File: src/hw/rtl/csm_pkg.sv
// ----------------------------------------------------------------------------
// csm_pkg
// Shared types, codes and decimal helpers of the clock setting menu.
// ----------------------------------------------------------------------------
`default_nettype none

package csm_pkg;

  localparam int TIMER_BITS = 20;
  localparam int CFG_W      = 20;
  localparam int CMP_W      = (TIMER_BITS > CFG_W) ? TIMER_BITS : CFG_W;
  localparam int APB_DATA_W = 32;
  localparam int APB_ADDR_W = 3;

  localparam logic [CFG_W-1:0]      OFF_TIMEOUT_RESET = CFG_W'(30000);
  localparam logic [TIMER_BITS-1:0] TIMER_MAX         = {TIMER_BITS{1'b1}};

  // word index of a register (paddr[2])
  localparam logic REG_OFF_TIMEOUT = 1'b0;

  typedef enum logic [3:0] {
    CMD_TICK        = 4'd0,
    CMD_SET         = 4'd1,
    CMD_INC         = 4'd2,
    CMD_DEC         = 4'd3,
    CMD_SET_LONG    = 4'd4,
    CMD_INC_LONG    = 4'd5,
    CMD_DEC_LONG    = 4'd6,
    CMD_FORCE_SETUP = 4'd7,
    CMD_SYNC_START  = 4'd8,
    CMD_SYNC_STEP   = 4'd9,
    CMD_SYNC_END    = 4'd10,
    CMD_ERROR       = 4'd11
  } cmd_e;

  typedef enum logic [2:0] {
    MODE_CLOCK  = 3'd0,
    MODE_TIME   = 3'd1,
    MODE_SILENT = 3'd2,
    MODE_CAL    = 3'd3,
    MODE_SYNC   = 3'd4,
    MODE_ERROR  = 3'd5
  } mode_e;

  typedef enum logic [1:0] {
    COMMIT_NONE   = 2'd0,
    COMMIT_TIME   = 2'd1,
    COMMIT_SILENT = 2'd2,
    COMMIT_CAL    = 2'd3
  } commit_e;

  typedef logic [3:0]      digit_t;
  typedef digit_t [3:0]    quad_t;

  typedef struct packed {
    logic [3:0] cmd;
    logic [4:0] rtc_hours;
    logic [5:0] rtc_minutes;
    logic [4:0] silent_start;
    logic [4:0] silent_end;
    logic       cal_plus;
    logic [8:0] cal_value;
    logic       in_silent;
    logic [3:0] msg_index;
  } item_t;

  typedef struct packed {
    mode_e      mode;
    digit_t     digit_a;
    digit_t     digit_b;
    digit_t     digit_c;
    digit_t     digit_d;
    logic [1:0] cursor;
    logic       display_on;
    commit_e    commit_kind;
    logic [4:0] commit_first;
    logic [8:0] commit_second;
    logic [3:0] message;
  } result_t;

  // {tens, units} of a value below 100
  function automatic logic [7:0] dec2(input logic [6:0] v);
    logic [3:0] tens;
    logic [6:0] rem;
    tens = '0;
    for (int k = 1; k <= 9; k++) begin
      if (v >= 7'(10 * k)) tens = 4'(k);
    end
    rem = v - 7'(tens) * 7'd10;
    return {tens, rem[3:0]};
  endfunction

  function automatic quad_t load_pair(input logic [4:0] hi, input logic [5:0] lo);
    quad_t      q;
    logic [7:0] h;
    logic [7:0] l;
    h = dec2(7'(hi));
    l = dec2(7'(lo));
    q[0] = h[7:4];
    q[1] = h[3:0];
    q[2] = l[7:4];
    q[3] = l[3:0];
    return q;
  endfunction

  function automatic quad_t load_cal(input logic plus, input logic [8:0] v);
    quad_t      q;
    logic [3:0] hund;
    logic [8:0] rem;
    logic [7:0] tu;
    hund = '0;
    for (int k = 1; k <= 5; k++) begin
      if (v >= 9'(100 * k)) hund = 4'(k);
    end
    rem  = v - 9'(hund) * 9'd100;
    tu   = dec2(rem[6:0]);
    q[0] = {3'b000, plus};
    q[1] = hund;
    q[2] = tu[7:4];
    q[3] = tu[3:0];
    return q;
  endfunction

  function automatic logic [7:0] pair_value(input digit_t t, input digit_t u);
    return 8'(t) * 8'd10 + 8'(u);
  endfunction

  function automatic logic [10:0] cal_magnitude(input digit_t h, input digit_t t,
                                                input digit_t u);
    return 11'(h) * 11'd100 + 11'(t) * 11'd10 + 11'(u);
  endfunction

endpackage

`default_nettype wire

File: src/hw/rtl/csm_if.sv
// ----------------------------------------------------------------------------
// csm_item_if / csm_result_if
// Valid/ready channels for menu events and menu results.
// ----------------------------------------------------------------------------
`default_nettype none

interface csm_item_if;
  logic       valid;
  logic       ready;
  logic [3:0] cmd;
  logic [4:0] rtc_hours;
  logic [5:0] rtc_minutes;
  logic [4:0] silent_start;
  logic [4:0] silent_end;
  logic       cal_plus;
  logic [8:0] cal_value;
  logic       in_silent;
  logic [3:0] msg_index;

  modport source (
    output valid, cmd, rtc_hours, rtc_minutes, silent_start, silent_end,
           cal_plus, cal_value, in_silent, msg_index,
    input  ready
  );
  modport sink (
    input  valid, cmd, rtc_hours, rtc_minutes, silent_start, silent_end,
           cal_plus, cal_value, in_silent, msg_index,
    output ready
  );
endinterface

interface csm_result_if;
  logic       valid;
  logic       ready;
  logic [2:0] mode;
  logic [3:0] digit_a;
  logic [3:0] digit_b;
  logic [3:0] digit_c;
  logic [3:0] digit_d;
  logic [1:0] cursor;
  logic       display_on;
  logic [1:0] commit_kind;
  logic [4:0] commit_first;
  logic [8:0] commit_second;
  logic [3:0] message;

  modport source (
    output valid, mode, digit_a, digit_b, digit_c, digit_d, cursor, display_on,
           commit_kind, commit_first, commit_second, message,
    input  ready
  );
  modport sink (
    input  valid, mode, digit_a, digit_b, digit_c, digit_d, cursor, display_on,
           commit_kind, commit_first, commit_second, message,
    output ready
  );
endinterface

`default_nettype wire

File: src/hw/rtl/csm_cfg.sv
// ----------------------------------------------------------------------------
// csm_cfg
// APB register file holding the display-off timeout.
// ----------------------------------------------------------------------------
`default_nettype none

module csm_cfg (
  input  wire logic                           clk,
  input  wire logic                           rst,
  input  wire logic                           psel,
  input  wire logic                           penable,
  input  wire logic                           pwrite,
  input  wire logic [csm_pkg::APB_ADDR_W-1:0] paddr,
  input  wire logic [csm_pkg::APB_DATA_W-1:0] pwdata,
  output logic      [csm_pkg::APB_DATA_W-1:0] prdata,
  output logic                                pready,
  output logic      [csm_pkg::CFG_W-1:0]      off_timeout
);
  import csm_pkg::*;

  logic wr_hit;

  // byte lanes within a word are ignored
  assign wr_hit = psel && penable && pwrite && (paddr[2] == REG_OFF_TIMEOUT);
  assign pready = 1'b1;

  always_ff @(posedge clk) begin
    if (rst) begin
      off_timeout <= OFF_TIMEOUT_RESET;
    end else if (wr_hit) begin
      off_timeout <= pwdata[CFG_W-1:0];
    end
  end

  always_comb begin
    if (paddr[2] == REG_OFF_TIMEOUT) begin
      prdata = APB_DATA_W'(off_timeout);
    end else begin
      prdata = '0;
    end
  end

endmodule

`default_nettype wire

File: src/hw/rtl/csm_core.sv
// ----------------------------------------------------------------------------
// csm_core
// Menu state and the single-pass update that one event applies to it.
// ----------------------------------------------------------------------------
`default_nettype none

module csm_core (
  input  wire logic                       clk,
  input  wire logic                       rst,
  input  wire logic                       fire,
  input  wire csm_pkg::item_t             item,
  input  wire logic [csm_pkg::CFG_W-1:0]  off_timeout,
  output csm_pkg::result_t                result
);
  import csm_pkg::*;

  mode_e                 mode, mode_next;
  quad_t                 d, d_next;
  logic [1:0]            cursor, cursor_next;
  logic                  wizard, wizard_next;
  logic                  screen, screen_next;
  logic [TIMER_BITS-1:0] idle, idle_next;

  commit_e    kind;
  logic [4:0] first;
  logic [8:0] second;
  logic [3:0] msg;

  quad_t       time_load, silent_load, cal_load, rtc_load;
  logic [1:0]  tix, uix;
  logic        minutes;
  digit_t      tens_max, units_max;
  digit_t      n1, n2;
  logic [7:0]  pv_first, pv_second;
  logic [10:0] cal_mag;
  logic [3:0]  msg_sat;
  cmd_e        cmd;

  assign cmd         = cmd_e'(item.cmd);
  assign time_load   = load_pair(item.rtc_hours, item.rtc_minutes);
  assign rtc_load    = time_load;
  assign silent_load = load_pair(item.silent_start, {1'b0, item.silent_end});
  assign cal_load    = load_cal(item.cal_plus, item.cal_value);
  assign pv_first    = pair_value(d[0], d[1]);
  assign pv_second   = pair_value(d[2], d[3]);
  assign cal_mag     = cal_magnitude(d[1], d[2], d[3]);
  assign msg_sat     = (item.msg_index > 4'd8) ? 4'd8 : item.msg_index;

  // digit pair under the cursor: hours pair or minutes/end pair
  assign tix     = {cursor[1], 1'b0};
  assign uix     = {cursor[1], 1'b1};
  assign minutes = cursor[1] && (mode == MODE_TIME);

  always_comb begin
    if (minutes) begin
      units_max = 4'd9;
    end else if (d[tix] < 4'd2) begin
      units_max = 4'd9;
    end else if (d[tix] == 4'd2) begin
      units_max = 4'd3;
    end else begin
      units_max = 4'd0;
    end
    tens_max = minutes ? 4'd5 : 4'd2;
  end

  always_comb begin : next_state
    mode_next   = mode;
    d_next      = d;
    cursor_next = cursor;
    wizard_next = wizard;
    screen_next = screen;
    idle_next   = idle;
    kind        = COMMIT_NONE;
    first       = '0;
    second      = '0;
    msg         = '0;
    n1          = d[1] + 4'd1;
    n2          = d[2] + 4'd1;
    case (cmd)
      CMD_TICK: begin
        if (idle != TIMER_MAX) idle_next = idle + TIMER_BITS'(1);
        if (mode == MODE_CLOCK) d_next = rtc_load;
        if (mode != MODE_SYNC && CMP_W'(idle_next) > CMP_W'(off_timeout)) begin
          screen_next = 1'b0;
          if (mode != MODE_ERROR) mode_next = MODE_CLOCK;
        end
      end
      CMD_SET, CMD_INC, CMD_DEC, CMD_SET_LONG, CMD_INC_LONG, CMD_DEC_LONG: begin
        screen_next = 1'b1;
        idle_next   = '0;
        // a press on a dark screen only wakes it
        if (screen) begin
          case (mode)
            MODE_CLOCK: begin
              if (cmd == CMD_SET_LONG && !item.in_silent) begin
                mode_next   = MODE_TIME;
                wizard_next = 1'b0;
                cursor_next = '0;
                d_next      = time_load;
              end else if (cmd == CMD_INC_LONG) begin
                mode_next   = MODE_SILENT;
                cursor_next = '0;
                d_next      = silent_load;
              end else if (cmd == CMD_DEC_LONG) begin
                mode_next   = MODE_CAL;
                cursor_next = '0;
                d_next      = cal_load;
              end
            end
            MODE_TIME, MODE_SILENT, MODE_CAL: begin
              case (cmd)
                CMD_SET: begin
                  if (cursor != 2'd3) begin
                    cursor_next = cursor + 2'd1;
                  end else begin
                    cursor_next = '0;
                    if (mode == MODE_CAL) begin
                      kind   = COMMIT_CAL;
                      first  = 5'(d[0]);
                      second = (cal_mag > 11'd511) ? 9'd511 : cal_mag[8:0];
                      if (wizard) begin
                        mode_next   = MODE_TIME;
                        wizard_next = 1'b0;
                        d_next      = time_load;
                      end else begin
                        mode_next = MODE_CLOCK;
                      end
                    end else begin
                      kind   = (mode == MODE_TIME) ? COMMIT_TIME : COMMIT_SILENT;
                      first  = (pv_first > 8'd31) ? 5'd31 : pv_first[4:0];
                      second = 9'(pv_second);
                      if (mode == MODE_TIME) begin
                        mode_next = MODE_SYNC;
                      end else if (wizard) begin
                        // wizard chain: silent hours, then calibration
                        mode_next = MODE_CAL;
                        d_next    = cal_load;
                      end else begin
                        mode_next = MODE_CLOCK;
                      end
                    end
                  end
                end
                CMD_INC: begin
                  if (mode == MODE_CAL) begin
                    case (cursor)
                      2'd0: d_next[0] = (d[0] != 4'd0) ? 4'd0 : 4'd1;
                      2'd1: begin
                        if (d[1] < 4'd5) begin
                          d_next[1] = n1;
                          if (n1 == 4'd5) begin
                            if (d[2] > 4'd1) d_next[2] = 4'd1;
                            if ((d[2] >= 4'd1) && (d[3] > 4'd1)) d_next[3] = 4'd1;
                          end
                        end
                      end
                      2'd2: begin
                        if (d[2] < ((d[1] == 4'd5) ? 4'd1 : 4'd9)) begin
                          d_next[2] = n2;
                          if (d[1] == 4'd5 && n2 == 4'd1 && d[3] > 4'd1) d_next[3] = 4'd1;
                        end
                      end
                      default: begin
                        if (d[3] < ((d[1] == 4'd5 && d[2] == 4'd1) ? 4'd1 : 4'd9)) begin
                          d_next[3] = d[3] + 4'd1;
                        end
                      end
                    endcase
                  end else if (!cursor[0]) begin
                    if (d[tix] < tens_max) begin
                      d_next[tix] = d[tix] + 4'd1;
                      // clamp units when hours reach the twenties
                      if (!minutes && d[tix] == 4'd1 && d[uix] > 4'd3) d_next[uix] = 4'd3;
                    end
                  end else begin
                    if (d[uix] < units_max) d_next[uix] = d[uix] + 4'd1;
                  end
                end
                CMD_DEC: begin
                  if (mode == MODE_CAL && cursor == 2'd0) begin
                    d_next[0] = (d[0] != 4'd0) ? 4'd0 : 4'd1;
                  end else if (d[cursor] != 4'd0) begin
                    d_next[cursor] = d[cursor] - 4'd1;
                  end
                end
                default: ;
              endcase
            end
            default: ;
          endcase
        end
      end
      CMD_FORCE_SETUP: begin
        wizard_next = 1'b1;
        mode_next   = MODE_SILENT;
        cursor_next = '0;
        d_next      = silent_load;
        screen_next = 1'b1;
        idle_next   = '0;
      end
      CMD_SYNC_START, CMD_SYNC_STEP, CMD_SYNC_END, CMD_ERROR: begin
        msg         = msg_sat + 4'd1;
        screen_next = 1'b1;
        idle_next   = '0;
        if (cmd == CMD_ERROR) begin
          mode_next = MODE_ERROR;
        end else if (cmd == CMD_SYNC_END) begin
          mode_next = MODE_CLOCK;
        end else begin
          mode_next = MODE_SYNC;
        end
      end
      default: ;
    endcase
  end

  always_comb begin : outputs
    result.mode          = mode_next;
    result.digit_a       = d_next[0];
    result.digit_b       = d_next[1];
    result.digit_c       = d_next[2];
    result.digit_d       = d_next[3];
    result.cursor        = cursor_next;
    result.display_on    = screen_next;
    result.commit_kind   = kind;
    result.commit_first  = first;
    result.commit_second = second;
    result.message       = msg;
  end

  always_ff @(posedge clk) begin
    if (rst) begin
      mode   <= MODE_SYNC;
      d      <= '0;
      cursor <= '0;
      wizard <= 1'b0;
      screen <= 1'b0;
      idle   <= '0;
    end else if (fire) begin
      mode   <= mode_next;
      d      <= d_next;
      cursor <= cursor_next;
      wizard <= wizard_next;
      screen <= screen_next;
      idle   <= idle_next;
    end
  end

endmodule

`default_nettype wire

File: src/hw/rtl/clock_setting_menu_fsm.sv
// ----------------------------------------------------------------------------
// clock_setting_menu_fsm
// Menu, edit and display-power controller of a small clock display.
// ----------------------------------------------------------------------------
// One event enters per cycle and each produces exactly one result transaction:
// the event is captured in an input register, the menu state is updated in a
// single combinational pass, and the result lands in an output register. The
// menu state register feeds back into the next event's update in the following
// cycle, which sets the one-per-cycle rate. A stalled result holds the pipeline;
// up to two events are in flight. The display-off timeout is set through the APB
// port at address 0 and resets to 30000 ticks.
`default_nettype none

module clock_setting_menu_fsm (
  input  wire logic                           clk,
  input  wire logic                           rst,
  input  wire logic                           psel,
  input  wire logic                           penable,
  input  wire logic                           pwrite,
  input  wire logic [csm_pkg::APB_ADDR_W-1:0] paddr,
  input  wire logic [csm_pkg::APB_DATA_W-1:0] pwdata,
  output logic      [csm_pkg::APB_DATA_W-1:0] prdata,
  output logic                                pready,
  csm_item_if.sink                            req,
  csm_result_if.source                        rsp
);
  import csm_pkg::*;

  logic [CFG_W-1:0] off_timeout;
  item_t            item_q;
  logic             item_valid;
  result_t          res_d;
  result_t          res_q;
  logic             res_valid;
  logic             res_free;
  logic             fire;

  csm_cfg u_cfg (
    .clk         (clk),
    .rst         (rst),
    .psel        (psel),
    .penable     (penable),
    .pwrite      (pwrite),
    .paddr       (paddr),
    .pwdata      (pwdata),
    .prdata      (prdata),
    .pready      (pready),
    .off_timeout (off_timeout)
  );

  csm_core u_core (
    .clk         (clk),
    .rst         (rst),
    .fire        (fire),
    .item        (item_q),
    .off_timeout (off_timeout),
    .result      (res_d)
  );

  assign res_free  = !res_valid || rsp.ready;
  assign fire      = item_valid && res_free;
  assign req.ready = !item_valid || res_free;

  always_ff @(posedge clk) begin
    if (rst) begin
      item_valid <= 1'b0;
    end else if (req.ready) begin
      item_valid <= req.valid;
    end
  end

  always_ff @(posedge clk) begin
    if (req.ready && req.valid) begin
      item_q.cmd          <= req.cmd;
      item_q.rtc_hours    <= req.rtc_hours;
      item_q.rtc_minutes  <= req.rtc_minutes;
      item_q.silent_start <= req.silent_start;
      item_q.silent_end   <= req.silent_end;
      item_q.cal_plus     <= req.cal_plus;
      item_q.cal_value    <= req.cal_value;
      item_q.in_silent    <= req.in_silent;
      item_q.msg_index    <= req.msg_index;
    end
  end

  // hold the result until the sink takes it
  always_ff @(posedge clk) begin
    if (rst) begin
      res_valid <= 1'b0;
    end else if (res_free) begin
      res_valid <= item_valid;
    end
  end

  always_ff @(posedge clk) begin
    if (fire) begin
      res_q <= res_d;
    end
  end

  assign rsp.valid         = res_valid;
  assign rsp.mode          = res_q.mode;
  assign rsp.digit_a       = res_q.digit_a;
  assign rsp.digit_b       = res_q.digit_b;
  assign rsp.digit_c       = res_q.digit_c;
  assign rsp.digit_d       = res_q.digit_d;
  assign rsp.cursor        = res_q.cursor;
  assign rsp.display_on    = res_q.display_on;
  assign rsp.commit_kind   = res_q.commit_kind;
  assign rsp.commit_first  = res_q.commit_first;
  assign rsp.commit_second = res_q.commit_second;
  assign rsp.message       = res_q.message;

endmodule

`default_nettype wire

File: src/flat_wrapper.sv
// flat-port wrapper written by rule: the top's interface ports become plain ports
module clock_setting_menu_fsm_flat import csm_pkg::*;
  (clk, rst, psel, penable, pwrite, paddr, pwdata, prdata, pready, req_valid, req_cmd, req_rtc_hours, req_rtc_minutes, req_silent_start, req_silent_end, req_cal_plus, req_cal_value, req_in_silent, req_msg_index, req_ready, rsp_valid, rsp_mode, rsp_digit_a, rsp_digit_b, rsp_digit_c, rsp_digit_d, rsp_cursor, rsp_display_on, rsp_commit_kind, rsp_commit_first, rsp_commit_second, rsp_message, rsp_ready);
  csm_item_if req_i ();
  csm_result_if rsp_i ();
  input  wire logic clk;
  input  wire logic rst;
  input  wire logic psel;
  input  wire logic penable;
  input  wire logic pwrite;
  input  wire logic [csm_pkg::APB_ADDR_W-1:0] paddr;
  input  wire logic [csm_pkg::APB_DATA_W-1:0] pwdata;
  output logic      [csm_pkg::APB_DATA_W-1:0] prdata;
  output logic pready;
  input wire logic [$bits(req_i.valid)-1:0] req_valid;
  input wire logic [$bits(req_i.cmd)-1:0] req_cmd;
  input wire logic [$bits(req_i.rtc_hours)-1:0] req_rtc_hours;
  input wire logic [$bits(req_i.rtc_minutes)-1:0] req_rtc_minutes;
  input wire logic [$bits(req_i.silent_start)-1:0] req_silent_start;
  input wire logic [$bits(req_i.silent_end)-1:0] req_silent_end;
  input wire logic [$bits(req_i.cal_plus)-1:0] req_cal_plus;
  input wire logic [$bits(req_i.cal_value)-1:0] req_cal_value;
  input wire logic [$bits(req_i.in_silent)-1:0] req_in_silent;
  input wire logic [$bits(req_i.msg_index)-1:0] req_msg_index;
  output wire logic [$bits(req_i.ready)-1:0] req_ready;
  output wire logic [$bits(rsp_i.valid)-1:0] rsp_valid;
  output wire logic [$bits(rsp_i.mode)-1:0] rsp_mode;
  output wire logic [$bits(rsp_i.digit_a)-1:0] rsp_digit_a;
  output wire logic [$bits(rsp_i.digit_b)-1:0] rsp_digit_b;
  output wire logic [$bits(rsp_i.digit_c)-1:0] rsp_digit_c;
  output wire logic [$bits(rsp_i.digit_d)-1:0] rsp_digit_d;
  output wire logic [$bits(rsp_i.cursor)-1:0] rsp_cursor;
  output wire logic [$bits(rsp_i.display_on)-1:0] rsp_display_on;
  output wire logic [$bits(rsp_i.commit_kind)-1:0] rsp_commit_kind;
  output wire logic [$bits(rsp_i.commit_first)-1:0] rsp_commit_first;
  output wire logic [$bits(rsp_i.commit_second)-1:0] rsp_commit_second;
  output wire logic [$bits(rsp_i.message)-1:0] rsp_message;
  input wire logic [$bits(rsp_i.ready)-1:0] rsp_ready;
  assign req_i.valid = req_valid;
  assign req_i.cmd = req_cmd;
  assign req_i.rtc_hours = req_rtc_hours;
  assign req_i.rtc_minutes = req_rtc_minutes;
  assign req_i.silent_start = req_silent_start;
  assign req_i.silent_end = req_silent_end;
  assign req_i.cal_plus = req_cal_plus;
  assign req_i.cal_value = req_cal_value;
  assign req_i.in_silent = req_in_silent;
  assign req_i.msg_index = req_msg_index;
  assign req_ready = req_i.ready;
  assign rsp_valid = rsp_i.valid;
  assign rsp_mode = rsp_i.mode;
  assign rsp_digit_a = rsp_i.digit_a;
  assign rsp_digit_b = rsp_i.digit_b;
  assign rsp_digit_c = rsp_i.digit_c;
  assign rsp_digit_d = rsp_i.digit_d;
  assign rsp_cursor = rsp_i.cursor;
  assign rsp_display_on = rsp_i.display_on;
  assign rsp_commit_kind = rsp_i.commit_kind;
  assign rsp_commit_first = rsp_i.commit_first;
  assign rsp_commit_second = rsp_i.commit_second;
  assign rsp_message = rsp_i.message;
  assign rsp_i.ready = rsp_ready;
  clock_setting_menu_fsm u_core (.clk(clk), .rst(rst), .psel(psel), .penable(penable), .pwrite(pwrite), .paddr(paddr), .pwdata(pwdata), .prdata(prdata), .pready(pready), .req(req_i), .rsp(rsp_i));
endmodule
File: config.mk
export PLATFORM = sky130hd
export DESIGN_NAME = clock_setting_menu_fsm_flat
export DESIGN_NICKNAME = d
export VERILOG_FILES = /design/src/hw/rtl/csm_pkg.sv /design/src/hw/rtl/csm_if.sv /design/src/hw/rtl/csm_cfg.sv /design/src/hw/rtl/csm_core.sv /design/src/hw/rtl/clock_setting_menu_fsm.sv /design/src/flat_wrapper.sv
export SDC_FILE = /design/constraint.sdc
export NUM_CORES = 1
export LEC_CHECK = 0
export BUFFER_PORTS_ARGS = -buffer_cell sky130_fd_sc_hd__buf_2
export CAP_MARGIN = 0
export CORE_MARGIN = 2
export CORE_UTILIZATION = 45
export CTS_CLUSTER_SIZE = 12
export DETAILED_ROUTE_END_ITERATION = 8
export GPL_TIMING_DRIVEN = 0
export PLACE_DENSITY = 0.76
export SYNTH_ARGS = -nofsm -noshare
export SYNTH_HDL_FRONTEND = slang
export SYNTH_SLANG_ARGS = --single-unit
File: constraint.sdc
create_clock -name clk -period 7 [get_ports clk]
set_clock_uncertainty 0.05 [all_clocks]
set_input_delay 0.7 -clock clk [delete_from_list [all_inputs] [get_ports clk]]
set_output_delay 0.7 -clock clk [all_outputs]
set_load 0.01 [all_outputs]
# ---- Word-level counts from Yosys, hierarchy flattened
# Index checks and enable logic that the tools add are counted.
dict set report word_totals {
  register_bits 147
  in_bits 82
  out_inout_bits 77
  word_cells 344
}
dict set report classes {
  n_addsub 19
  mul 10
  order_cmp 61
  eq_ne 32
  muxes 139
  bitwise 9
  n_reduce_logical 40
}
# operator n
set ops {}
lappend ops {{$mux W16} 16}
lappend ops {{$mux W4} 56}
lappend ops {{$pmux W16 S3} 2}
lappend ops {{$ge A5 B7 Y1 const B} 9}
lappend ops {{$mux W20} 3}
lappend ops {{$bwmux W16} 3}
lappend ops {{$pmux W20 S2} 1}
lappend ops {{$mux W3} 13}
lappend ops {{$pmux W16 S2} 1}
lappend ops {{$ge A5 B5 Y1 const B} 6}
lappend ops {{$ge A9 B9 Y1 const B} 3}
lappend ops {{$add A4 B1 Y4 const B} 6}
lappend ops {{$eq A4 B3 Y1 const B} 6}
lappend ops {{$mux W12} 2}
lappend ops {{$mux W8} 3}
lappend ops {{$ge A6 B7 Y1 const B} 3}
lappend ops {{$ge A7 B6 Y1 const B} 3}
lappend ops {{$ge A7 B7 Y1 const B} 3}
lappend ops {{$mul A4 B3 Y7 const B} 3}
lappend ops {{$ne A3 B3 Y1 const B} 7}
lappend ops {{$add A20 B1 Y20 const B} 1}
lappend ops {{$gt A20 B20 Y1} 1}
lappend ops {{$mul A4 B3 Y3 const B} 5}
lappend ops {{$mux W2} 10}
lappend ops {{69 further kinds} 144}

# ---- Logic depth before layout (Yosys ltp)
dict set report depth {
  ltp_word 28
  depth_mapped 23
  depth_no_buf 22
}

# ---- By module
# A second synthesis with hierarchy kept.
dict set report unflattened {
  cells_unflattened 1493
  area_unflattened_um2 12503.2
}
# mod instances cells_per_inst area_each_um2 seq_area_each_um2
set modules_own_cells {}
lappend modules_own_cells {csm_core 1 1276 8807.2 860.8}
lappend modules_own_cells {clock_setting_menu_fsm 1 92 2566.2 2502.4}
lappend modules_own_cells {csm_cfg 1 125 1129.8 400.4}

# ---- Least setup slack after synthesis
# OpenSTA, ideal clock, no wires.
dict set report synth_timing {
  kind {register -> register}
  from {register u_core.item_q[10] (netlist bit)}
  to {register u_core.res_q (netlist bit u_core.rsp.digit_d[2]) (data pin)}
  setup_time_ns 0.254
  arrival_ns 4.880
  t_required_ns 6.696
  path_slack_ns 1.816
  path_stages_with_launch 22
  path_buffers 0
  period_less_slack_ns 5.184
  cell_sequence {edfxtp_1 > o31ai_1 > o311ai_0 > nand2_1 > ha_1 > inv_1 > fa_1 > a21o_1 > a21oi_1 > xnor3_1 > a2111o_1 > a31oi_2 > a211o_1 > inv_1 > ha_1 > fa_1 > a211oi_1 > a21oi_1 > o221ai_1 > a31oi_1 > o221ai_1 > a21o_1}
}
# item line
set synth_lines {}
lappend synth_lines {{start: declaration} clock_setting_menu_fsm.sv:30} ;# item_t item_q;
lappend synth_lines {{end signal: assignment} clock_setting_menu_fsm.sv:97} ;# res_q <= res_d;
lappend synth_lines {{end: declaration} clock_setting_menu_fsm.sv:33} ;# result_t res_q;

==> qor.csv <==
metric,value,unit
status,"finished, final reports clean",
Worst R2R Setup Slack,880,ps
area delta synth->final,14.14,%
row count,61,
Overflow after GRT,0,
Max Slew Vio Count,0,
unrepaired setup endpoints after global routing,no,
CP Cell Sequence,o31ai_1 -> o311ai_0 -> nand2_1 -> ha_1 -> inv_1 -> fa_1 -> a21o_1 -> a21oi_1 -> xnor3_1 -> a2111o_1 -> a31oi_2 -> a211o_1 -> inv_1 -> ha_1 -> fa_1 -> a211oi_1 -> a21oi_1 -> o221ai_1 -> a31oi_1 -> o221ai_1 -> a21o_1,
worst path bufs/invs,2,
CTS root buf,clkbuf_16,
post-DR vias/cell,6.343,
pwr/cell area,171.8,nW/um^2
Routed WL,46670,um
Post-synth EDFFs,82,
"Core Util, Final",51.77,%
Worst-Margin Slew,1410,ps
first-pass GRT wire length,69900,um
Worst slew margin,4.789,%
gr usage total,31.63,%
clock latency on the worst-skew pair,440,ps
Leak,5.869,nW
CORE AREA,27630,um^2
fin nets,1883,
internal power,1.631,mW
switch share,33.61,%
IO Pins,159,
starting density of the core,45.35,%
final period utilization,87.40,%
hold-fix buffers at CTS,0,
initial antenna violation count,0,
Seq pwr share,39.8,%
detailed placement HPWL,36040,um
top post-synthesis cells by area,"edfxtp_1, dfxtp_1, ha_1, a21oi_1, nor2_1",
routability cong.,1.055,
"CP delay by family, top",compound AO/OA/AOI/OAI gates,
routed len/inst,22.40,um
share of synthesized registers carrying an async set or reset,0,%
clock sinks,147,
hold_ws,376.9,ps
slowest cell on the critical path,fa_1,
post-synth top area cell,edfxtp_1,
Die ar.,29200,um^2
Hold Fails Final Rpt,0,
CTS tree,done,
Via Count,13210,
Inserted Diodes,0,
Peak VDD IR,164.9,uV
layout cells sized above 1,12.96,%
Main synth FF type,edfxtp_1,
Yosys cell types,90,
Port Buffer Count,131,
WP data required,7140,ps
Synth Warn #,0,
initial DRC count,1644,
Die X,170.9,um
Setup-failing EPs final,0,
Max clock buf depth,2,
Tmin final,6118,ps
Critical Path Start Type,flop,
#FFs+latches synth,147,
CP Class,flop to flop,
remaining antenna violation count,0,
Max Freq,163.5,MHz
Mapped Area,12530,um^2
CP endpoint kind,flop,
vias in the first global route,12130,
Critical Path AT,6260,ps
H-tree depth,4,
Inserted Clock Buffers,17,
slowest cell delay on critical path,530,ps
setup_tns,0,ps
post-synthesis sequential area ratio,30.03,%
die height,170.9,um
switching power,0.8258,mW
clock power share,38.2,%
largest net degree at the start of global routing,41,
DRC Markers,0,
Synth top area share,19.65,%
drt pass-1 iters,6,
Max-Cap Viols,0,
Resize count post-CTS,0,
Setup Buffers After CTS,0,
CP Max Fanout,7,
cells after synthesis,1530,
Hold Crit Class,primary input to flop,
Gate power share,22.0,%
Mapped Avg Cell Area,8.190,um^2
Clock Pin Slew Worst Setup and Hold Paths,80,ps
[Yosys cell counts, drive strengths merged, types with 12 or more instances]
cell type	count
clkbuf	79
and3	18
nand3	36
xnor2	28
edfxtp	82
xor2	17
o22ai	15
ha	95
o21ai	101
nand2b	15
mux2	12
a21oi	134
nor2b	24
dfxtp	65
a211oi	20
a221oi	16
nor2	165
o221ai	13
a31oi	25
inv	93
o211ai	20
a22oi	32
a21o	23
nand2	131
nor3	22
nand4	18
or3	15
buf	23
fa	14
and2	12
[flip-flops by register name, indices dropped and copies added, names as in the netlist]
| signal | cells |
|---|---|
| u_core.rsp.mode | 3 |
| u_core.rsp.display_on | 1 |
| u_core.rsp.commit_kind | 2 |
| u_core.rsp.digit_c | 4 |
| u_core.rsp.commit_first | 5 |
| u_core.rsp.digit_a | 4 |
| u_core.u_core.cursor | 2 |
| u_core.rsp.cursor | 2 |
| u_core.item_valid | 1 |
| u_core.u_cfg.off_timeout | 20 |
| u_core.rsp.commit_second | 9 |
| u_core.u_core.d | 16 |
| u_core.rsp.message | 4 |
| u_core.u_core.idle | 20 |
| u_core.rsp.valid | 1 |
| u_core.rsp.digit_d | 4 |
| u_core.u_core.wizard | 1 |
| u_core.u_core.mode | 3 |
| u_core.rsp.digit_b | 4 |
| u_core.item_q | 40 |
| u_core.u_core.screen | 1 |
[power groups by stage]
stage | Clock [mW] | Sequential [mW] | Combinational (mW)
floorplan | 0 | 0.993 | 0.347
detailed placement | 0 | 0.996 | 0.520
global route | 0.976 | 0.981 | 0.584
finish | 0.940 | 0.977 | 0.540
global placement | 0 | 0.996 | 0.510
CTS | 0.942 | 0.977 | 0.523
[placed cells by master (no fill, tap or decap), types with 8 or more instances in the layout]
master / count
a211o_1: 11
a211oi_1: 19
a21o_1: 23
a21oi_1: 134
a221oi_1: 15
a22oi_1: 31
a31oi_1: 24
and2_1: 10
and3_1: 18
buf_2: 135
buf_4: 14
clkbuf_1: 78
clkbuf_16: 18
conb_1: 13
dfxtp_1: 65
edfxtp_1: 82
fa_1: 14
ha_1: 95
inv_1: 93
mux2_2: 12
mux2i_1: 11
nand2_1: 131
nand2b_1: 15
nand3_1: 36
nand4_1: 18
nor2_1: 165
nor2b_1: 24
nor3_1: 22
nor4_1: 8
o211ai_1: 20
o21a_1: 9
o21ai_0: 100
o221ai_1: 13
o22ai_1: 15
o31ai_1: 10
or3_1: 14
xnor2_1: 28
xor2_1: 17
[per-stage QoR]
stage,power [mW],setup WS [ps],instances,instance area [um^2]
floorplan,1.340,1816,1541,12570
global placement,1.505,1135,2050,13700
detailed placement,1.515,1027,2051,13720
CTS,2.441,976.5,2083,14300
global route,2.541,375.3,2083,14300
finish,2.457,882.1,2083,14300
[layer usage]
metal	wire [um]	vias to the layer above	GRT usage, %
li1	-	5953	-
met1	19030	6170	42.48
met2	20000	908	48.55
met3	4967	182	6.246
met4	2673	0	15.88
met5	0	-	0
[kinds of logic (layout without fill, tap and decap cells)]
| logic type | count (synthesis) | count (layout) | synth area share (%) |
|---|---|---|---|
| multiplexers | 27 | 27 | 2.676 |
| AND/OR/NAND/NOR | 495 | 495 | 18.76 |
| adder cells (fa/ha/maj) | 116 | 116 | 12.28 |
| buffers and inverters | 197 | 361 | 6.420 |
| other | 2 | 13 | 0.05993 |
| XOR/XNOR | 46 | 46 | 3.325 |
| AO/OA/AOI/OAI | 500 | 500 | 26.44 |
| flip-flops | 147 | 147 | 30.03 |
[final timing paths]
path | start | to | depth (start not counted)
worst min-delay path | req_silent_start[4] | u_core.item_q[24] | 1
worst max-delay path | u_core.item_q[10] | u_core.rsp.digit_d[2] | 21
worst max register to register | u_core.item_q[10] | u_core.rsp.digit_d[2] | 21
worst min register to register | u_core.u_cfg.off_timeout[6] | u_core.u_cfg.off_timeout[6] | 2
[area by class of cell]
class,instances,area (um^2)
Clock buffer,18,450.4
Sequential cell,147,3764
Tap cell,378,473.0
Fill cell,2667,13330
Inverter,95,356.6
Buffer,102,449.2
Clock inverter,14,128.9
Multi-Input combinational cell,1197,8005
Timing Repair Buffer,132,675.6
No activity file was read; power rests on OpenSTA's default activity.
